--- config.mk ---
export PLATFORM = sky130hd
export DESIGN_NAME = rar_ctrl
export DESIGN_NICKNAME = d
export VERILOG_FILES = /design/src/design/rar_pkg.sv /design/src/design/rar_ctrl.sv
export SDC_FILE = /design/constraint.sdc
export NUM_CORES = 1
export LEC_CHECK = 0
export BUFFER_PORTS_ARGS = -buffer_cell sky130_fd_sc_hd__buf_4
export CORE_MARGIN = 2
export CORE_UTILIZATION = 55
export DETAILED_ROUTE_END_ITERATION = 7
export GPL_ROUTABILITY_DRIVEN = 0
export MAX_ROUTING_LAYER = met4
export PLACE_DENSITY = 0.84
export SYNTH_ARGS = -nofsm -noshare
export SYNTH_HDL_FRONTEND = slang
export SYNTH_SLANG_ARGS = --single-unit
--- constraint.sdc ---
create_clock -name aclk -period 3.3 [get_ports aclk]
set_input_delay 0.33 -clock aclk [delete_from_list [all_inputs] [get_ports aclk]]
set_output_delay 0.33 -clock aclk [all_outputs]
set_load 0.02 [all_outputs]
--- src/design/rar_pkg.sv ---
`timescale 1ns / 1ps
// ---------------------------------------------------------------------------
// rar_pkg
// Shared types and codes for the rational arithmetic reduce block.
// ---------------------------------------------------------------------------
package rar_pkg;

    localparam int PORT_W = 32;

    typedef enum logic [1:0] {
        OP_ADD = 2'd0,
        OP_SUB = 2'd1,
        OP_MUL = 2'd2,
        OP_DIV = 2'd3
    } opcode_t;

    typedef enum logic [1:0] {
        STAT_OK    = 2'd0,
        STAT_UNDEF = 2'd1,
        STAT_OVF   = 2'd2
    } status_t;

    typedef enum logic [1:0] {
        DIV_FA  = 2'd0,
        DIV_FB  = 2'd1,
        DIV_NUM = 2'd2,
        DIV_DEN = 2'd3
    } div_sel_t;

    typedef enum logic [4:0] {
        CMD_NONE,
        CMD_CAPTURE,
        CMD_GCD_LOAD0,
        CMD_GCD_LOAD1,
        CMD_GCD_STEP,
        CMD_GCD_SHIFT,
        CMD_DIV_LOAD,
        CMD_DIV_STEP,
        CMD_DIV_STORE,
        CMD_MUL_FA,
        CMD_MUL_FB,
        CMD_MUL_DEN,
        CMD_COMBINE,
        CMD_MUL_N,
        CMD_MUL_D,
        CMD_OUT_UNDEF,
        CMD_OUT_PACK
    } dp_cmd_t;

    typedef enum logic [3:0] {
        ST_IDLE,
        ST_CHECK,
        ST_UNDEF,
        ST_G_LOAD,
        ST_G_RUN,
        ST_G_SHIFT,
        ST_D_LOAD,
        ST_D_RUN,
        ST_D_STORE,
        ST_M_FA,
        ST_M_FB,
        ST_M_DEN,
        ST_COMBINE,
        ST_M_N,
        ST_M_D,
        ST_FIN_CHECK
    } state_t;

    typedef struct packed {
        dp_cmd_t  cmd;
        div_sel_t div_sel;
    } dp_ctrl_t;

    typedef struct packed {
        logic in_zero_den;
        logic is_addsub;
        logic gcd_done;
        logic k_zero;
        logic div_done;
        logic den_zero;
    } dp_stat_t;

endpackage

--- src/design/rar_ctrl.sv ---
`timescale 1ns / 1ps
// ---------------------------------------------------------------------------
// rar_ctrl
// Sequencer for the reduce datapath: handshakes, operation order and the
// result valid flag.
// ---------------------------------------------------------------------------
module rar_ctrl (
    input  logic              aclk,
    input  logic              aresetn,
    input  logic              s_valid,
    output logic              s_ready,
    output logic              m_valid,
    input  logic              m_ready,
    output rar_pkg::dp_ctrl_t ctrl,
    input  rar_pkg::dp_stat_t stat
);

    rar_pkg::state_t   state_reg, state_next;
    rar_pkg::div_sel_t dsel_reg, dsel_next;
    logic fin_reg, fin_next;
    logic m_valid_reg, m_valid_next;

    always_ff @(posedge aclk) begin
        if (!aresetn) begin
            state_reg   <= rar_pkg::ST_IDLE;
            dsel_reg    <= rar_pkg::DIV_FA;
            fin_reg     <= 1'b0;
            m_valid_reg <= 1'b0;
        end else begin
            state_reg   <= state_next;
            dsel_reg    <= dsel_next;
            fin_reg     <= fin_next;
            m_valid_reg <= m_valid_next;
        end
    end

    always_comb begin
        state_next   = state_reg;
        dsel_next    = dsel_reg;
        fin_next     = fin_reg;
        m_valid_next = m_valid_reg && !m_ready;
        s_ready      = 1'b0;
        ctrl.cmd     = rar_pkg::CMD_NONE;
        ctrl.div_sel = dsel_reg;
        case (state_reg)
            rar_pkg::ST_IDLE: begin
                s_ready = 1'b1;
                if (s_valid) begin
                    ctrl.cmd   = rar_pkg::CMD_CAPTURE;
                    state_next = rar_pkg::ST_CHECK;
                end
            end
            rar_pkg::ST_CHECK: begin
                if (stat.in_zero_den) begin
                    state_next = rar_pkg::ST_UNDEF;
                end else if (stat.is_addsub) begin
                    fin_next   = 1'b0;
                    state_next = rar_pkg::ST_G_LOAD;
                end else begin
                    state_next = rar_pkg::ST_M_N;
                end
            end
            rar_pkg::ST_UNDEF: begin
                if (!(m_valid_reg && !m_ready)) begin
                    ctrl.cmd     = rar_pkg::CMD_OUT_UNDEF;
                    m_valid_next = 1'b1;
                    state_next   = rar_pkg::ST_IDLE;
                end
            end
            rar_pkg::ST_G_LOAD: begin
                ctrl.cmd   = fin_reg ? rar_pkg::CMD_GCD_LOAD1 : rar_pkg::CMD_GCD_LOAD0;
                state_next = rar_pkg::ST_G_RUN;
            end
            rar_pkg::ST_G_RUN: begin
                ctrl.cmd = rar_pkg::CMD_GCD_STEP;
                if (stat.gcd_done) begin
                    state_next = rar_pkg::ST_G_SHIFT;
                end
            end
            rar_pkg::ST_G_SHIFT: begin
                if (stat.k_zero) begin
                    dsel_next  = fin_reg ? rar_pkg::DIV_NUM : rar_pkg::DIV_FA;
                    state_next = rar_pkg::ST_D_LOAD;
                end else begin
                    ctrl.cmd = rar_pkg::CMD_GCD_SHIFT;
                end
            end
            rar_pkg::ST_D_LOAD: begin
                ctrl.cmd   = rar_pkg::CMD_DIV_LOAD;
                state_next = rar_pkg::ST_D_RUN;
            end
            rar_pkg::ST_D_RUN: begin
                if (stat.div_done) begin
                    state_next = rar_pkg::ST_D_STORE;
                end else begin
                    ctrl.cmd = rar_pkg::CMD_DIV_STEP;
                end
            end
            rar_pkg::ST_D_STORE: begin
                case (dsel_reg)
                    rar_pkg::DIV_FA: begin
                        ctrl.cmd   = rar_pkg::CMD_DIV_STORE;
                        dsel_next  = rar_pkg::DIV_FB;
                        state_next = rar_pkg::ST_D_LOAD;
                    end
                    rar_pkg::DIV_FB: begin
                        ctrl.cmd   = rar_pkg::CMD_DIV_STORE;
                        state_next = rar_pkg::ST_M_FA;
                    end
                    rar_pkg::DIV_NUM: begin
                        ctrl.cmd   = rar_pkg::CMD_DIV_STORE;
                        dsel_next  = rar_pkg::DIV_DEN;
                        state_next = rar_pkg::ST_D_LOAD;
                    end
                    default: begin
                        // hold the last quotient until the output stage frees up
                        if (!(m_valid_reg && !m_ready)) begin
                            ctrl.cmd   = rar_pkg::CMD_DIV_STORE;
                            dsel_next  = rar_pkg::DIV_FA;
                            state_next = rar_pkg::ST_FIN_CHECK;
                            fin_next   = 1'b1;
                        end
                    end
                endcase
            end
            rar_pkg::ST_M_FA: begin
                ctrl.cmd   = rar_pkg::CMD_MUL_FA;
                state_next = rar_pkg::ST_M_FB;
            end
            rar_pkg::ST_M_FB: begin
                ctrl.cmd   = rar_pkg::CMD_MUL_FB;
                state_next = rar_pkg::ST_M_DEN;
            end
            rar_pkg::ST_M_DEN: begin
                ctrl.cmd   = rar_pkg::CMD_MUL_DEN;
                state_next = rar_pkg::ST_COMBINE;
            end
            rar_pkg::ST_COMBINE: begin
                ctrl.cmd   = rar_pkg::CMD_COMBINE;
                fin_next   = 1'b0;
                state_next = rar_pkg::ST_FIN_CHECK;
            end
            rar_pkg::ST_M_N: begin
                ctrl.cmd   = rar_pkg::CMD_MUL_N;
                state_next = rar_pkg::ST_M_D;
            end
            rar_pkg::ST_M_D: begin
                ctrl.cmd   = rar_pkg::CMD_MUL_D;
                fin_next   = 1'b0;
                state_next = rar_pkg::ST_FIN_CHECK;
            end
            rar_pkg::ST_FIN_CHECK: begin
                if (fin_reg) begin
                    // reduced pair ready: pack into the output register
                    ctrl.cmd     = rar_pkg::CMD_OUT_PACK;
                    m_valid_next = 1'b1;
                    fin_next     = 1'b0;
                    state_next   = rar_pkg::ST_IDLE;
                end else if (stat.den_zero) begin
                    state_next = rar_pkg::ST_UNDEF;
                end else begin
                    fin_next   = 1'b1;
                    state_next = rar_pkg::ST_G_LOAD;
                end
            end
            default: begin
                state_next = rar_pkg::ST_IDLE;
            end
        endcase
    end

    assign m_valid = m_valid_reg;

endmodule

== Word level (Yosys, flattened, before mapping) ==
Cells that the tools add are included.

* Register bits after elaboration: 8

* Equality and inequality tests: 29
* Reduce and logical (&&, ||, !) cells: 12
* Multiplexer cells: 36

{| class="wikitable"
|+ Operators by type and width
! operator !! number
|-
| 5-bit one-hot mux with 15 select lines || 1
|-
| 4-bit one-hot mux with 15 select lines || 1
|-
| 4-bit 2-to-1 mux || 11
|-
| 4-bit == test, second input constant || 8
|-
| 2-bit inequality test, second input constant || 10
|-
| 4-bit by 3-bit == test with 1-bit output, second input constant || 4
|-
| 1-bit 2-to-1 mux || 11
|-
| 4-bit by 2-bit == test with 1-bit output, second input constant || 2
|-
| 2-bit 2-to-1 mux || 4
|-
| 4-bit inequality test, second input constant || 2
|-
| 4-bit one-hot mux with 2 select lines || 1
|-
| 3-bit 2-to-1 mux || 2
|-
| 2-bit one-hot mux with 3 select lines || 1
|-
| 6-bit AND reduction || 1
|-
| 5-bit 2-to-1 mux || 1
|-
| 5-bit AND reduction || 1
|-
| 4-bit by 1-bit == test with 1-bit output, second input constant || 1
|-
| 4-bit zero test || 1
|-
| 1-bit one-hot mux with 4 select lines || 1
|-
| 2-bit one-hot mux with 2 select lines || 1
|-
| 4-bit AND reduction || 1
|-
| 4-bit nonzero test || 1
|-
| 2-bit OR reduction || 2
|-
| 3-bit OR reduction || 1
|-
| other kinds (7) || 7
|}

== Logic depth before layout (Yosys ltp) ==
* Depth in word-level cells: 5
* Depth in mapped cells: 7

== Worst setup path before layout ==
No wires, ideal clock.

* Kind: register to output
* Start point: register m_valid_reg (netlist: m_valid)
* End point: output ctrl[2] (netlist bit)
* Path buffers: 1
* Cell stages (with the launch flop): 7
* Required time: 2,970 ps
* Path slack: 1,198 ps
* Arrival time: 1,772 ps
* Path through: dfxtp_1 > nor2b_1 > clkbuf_1 > nor2_1 > a21o_1 > a22oi_1 > o311ai_0

{| class="wikitable"
|+ RTL lines
! what !! RTL line !! RTL
|-
| start: declaration || rar_ctrl.sv:21 || <nowiki>logic m_valid_reg, m_valid_next;</nowiki>
|-
| start signal: assignment || rar_ctrl.sv:33 || <nowiki>m_valid_reg <= m_valid_next;</nowiki>
|-
| end: declaration || rar_ctrl.sv:14 || <nowiki>output rar_pkg::dp_ctrl_t ctrl,</nowiki>
|}

==> flow_summary.yaml <==
status:
  status: "finished clean"
worst_setup_path:
  path_cells: "mux2_4 -> or3_4 -> o311ai_0 -> buf_4"
  crit_fanout: 25
  path_class: "register to output port"
  r2r_slack_ns: 1.28
  slowest_delay_ns: 0.81
  crit_path_top_delay_cell: "dfxtp_1"
  worst-endpoint-arrival_ns: 2.16
  cp_data_required_time_ns: 2.97
  endpoint_kind: "output port"
  start_kind: "register"
clocking:
  clockBufferDepth: 2
  clk_latency_ns: 0.26
  cts_root_buffer: "clkbuf_4"
  hold_buffers: 0
  post_cts_buffers: 0
  cts_tree: "built"
  htree_levels: 1
  cts_num_sinks: 8
  clk_pin_slew_ns: 0.06
  cts_resized: 0
  numCtsBuffers: 3
synthesis:
  ys_ff_latch: 8
  ys_warn_count: 0
  avgSynthCellArea_sq_um: 7.00
  yosysTopAreaCell: "dfxtp_1"
  synthDominantCellAreaShare: 0.210
  syn_area_sq_um: 763
  synth_nets: 119
  synth.area.top_cells: "dfxtp_1 (21%), nor2_1 (6.4%), o21ai_0 (5.9%)"
  synth_cell_types: 39
  yosysSeqAreaShare: 0.210
  netlist_instances: 109
timing:
  max_clock_freq_mhz: 402
  timing.hold.ws_ns: 0.335
  hold_viol_final: 0
  final.min_clock_period_ns: 2.49
  rsz0062_at_grt: "false"
  finalClockSkew_ns: 0.00486
  tightest_slew_ns: 0.829
  setup_viol: 0
  finalMaxSlewViolations: 0
  fin_setup_tns_ns: 0
  relSlewSlack: 0.446
  finalCritPeriodShare: 0.754
detailed_routing:
  drcViolationCount: 0
  wl_um: 1990
  avgViaCountPerCell: 6.57
  drt-initial-drc-count: 38
  first_pass_iters: 4
  via_count: 887
  ant_nets: 0
  wl_per_cell_um: 14.7
power:
  p_int_uw: 364
  p_per_area_nw_per_um2: 815
  power_frac_clock: 0.106
  leakage_uw: 0.000360
  power.share.sequential: 0.297
  p_comb_frac: 0.597
  p_sw_frac: 0.499
  ir_worst_vdd_uv: 409
  power_switching_uw: 363
  totalPowerFinal_uw: 727
grt:
  grt_remaining_overflow: 0
  grt_pass1_vias: 723
  gr-usage-all-layers: 0.302
  grt_max_degree: 28
  antenna_found_initial: 0
  grt_pass1_wl_um: 3270
place:
  dp.cells: 132
  io_buffers: 18
  post-dp-hpwl_um: 1410
layout:
  instances_no_fill: 135
  layout.nets: 132
  final_core_util: 0.686
  antenna_cells: 0
  syn_to_final_growth_pct: 16.9
  largest_register_ffs: 4
  drive_above_1_share: 0.250
die:
  die_area_sq_um: 1700
  placementRows: 13
  floorplan.initialDensity: 0.587
  chipWidth_um: 41.3
  ios: 19
  coreArea_sq_um: 1300
  die_height_um: 41.3
hold_path:
  hold_class: "primary input to register"
job:
  maxCapViolCount: 0
-- synthesized netlist by cell type, drive strengths merged --
cell type	n
nor2	13
or2	1
o221a	1
a31o	1
nor4	1
nor3	5
o22ai	2
nand3	6
a311oi	1
o21ai	9
nand2	10
a21oi	10
or4b	1
o311ai	1
clkbuf	3
o211a	2
inv	3
nand3b	1
mux2i	1
and4	1
or3	1
dfxtp	8
o41ai	2
mux2	1
nand2b	3
a21o	1
o21a	1
nor2b	3
and4b	1
o211ai	3
a221o	1
buf	7
a22oi	2
a22o	1
xor2	1
-- per-layer routing --
metal / GRT usage / routed length, um / up-vias / share of wire
li1: - / - / 428 / -
met1: 0.405 / 837 / 397 / 0.42
met2: 0.445 / 944 / 56 / 0.47
met3: 0.0761 / 173 / 6 / 0.087
met4: 0.0887 / 35 / 0 / 0.018
met5: - / 0 / - / 0
-- cells in the final DEF, fill, tap and decap left out, types with 2 or more instances in the layout --
cell type / synthesis / final
nand2b_1: 3 / 3
nor2_1: 13 / 13
inv_1: 3 / 3
a22oi_1: 2 / 2
o21ai_0: 9 / 9
o211a_1: 2 / 2
a21oi_1: 8 / 8
nand2_1: 10 / 10
nor3_1: 5 / 5
nand3_1: 5 / 5
o41ai_1: 2 / 2
nor2b_1: 3 / 3
buf_4: 0 / 18
o22ai_1: 2 / 2
clkbuf_4: 0 / 3
dfxtp_1: 8 / 8
o211ai_1: 2 / 2
a21oi_2: 2 / 2
-- power by group through the flow --
stage / clock [uW] / combinational, uW / sequential [uW]
final: 77.2 / 434 / 216
after global routing: 86.2 / 486 / 224
after CTS: 79.4 / 432 / 212
after detailed placement: 0 / 431 / 213
after global placement: 0 / 423 / 211
after floorplan: 0 / 394 / 137
-- path summary, 6_finish.rpt --
kind / start / end / depth (start not counted)
worst min register to register: dsel_reg[1] / dsel_reg[1] / 2
worst min-delay path: aresetn / state_reg[2] / 2
worst max register to register: state_reg[1] / state_reg[1] / 5
worst max-delay path: state_reg[1] / ctrl[2] / 4
-- through the flow --
stage	worst slack (ns)	cell area, sq um
after global routing	0.686	892
after global placement	1.15	870
after CTS	0.821	892
after detailed placement	1.11	870
after floorplan	1.20	763
final	0.812	892
-- critical path: cells and delay by family (launching register included) --
kind	cells	cell delay, ns
compound gates	1	0.12
flops	1	0.81
simple gates	1	0.40
mux	1	0.36
buf+inv	1	0.21
-- cell type report --
class,instances,area [sq um]
well taps,15,18.8
fillers,118,409
clock buffers,3,22.5
inverters,3,11.3
flip-flops and latches,8,160
repair buffers,18,135
multi-input cells,88,544
-- cells by family after synthesis --
group           Yosys count  share of synthesized area
compound gates           38                      0.349
mux                       2                     0.0328
buf+inv                  13                     0.0770
flops                     8                      0.210
xor+xnor                  1                     0.0115
simple gates             47                      0.320
(Power assumes the default switching activity.)
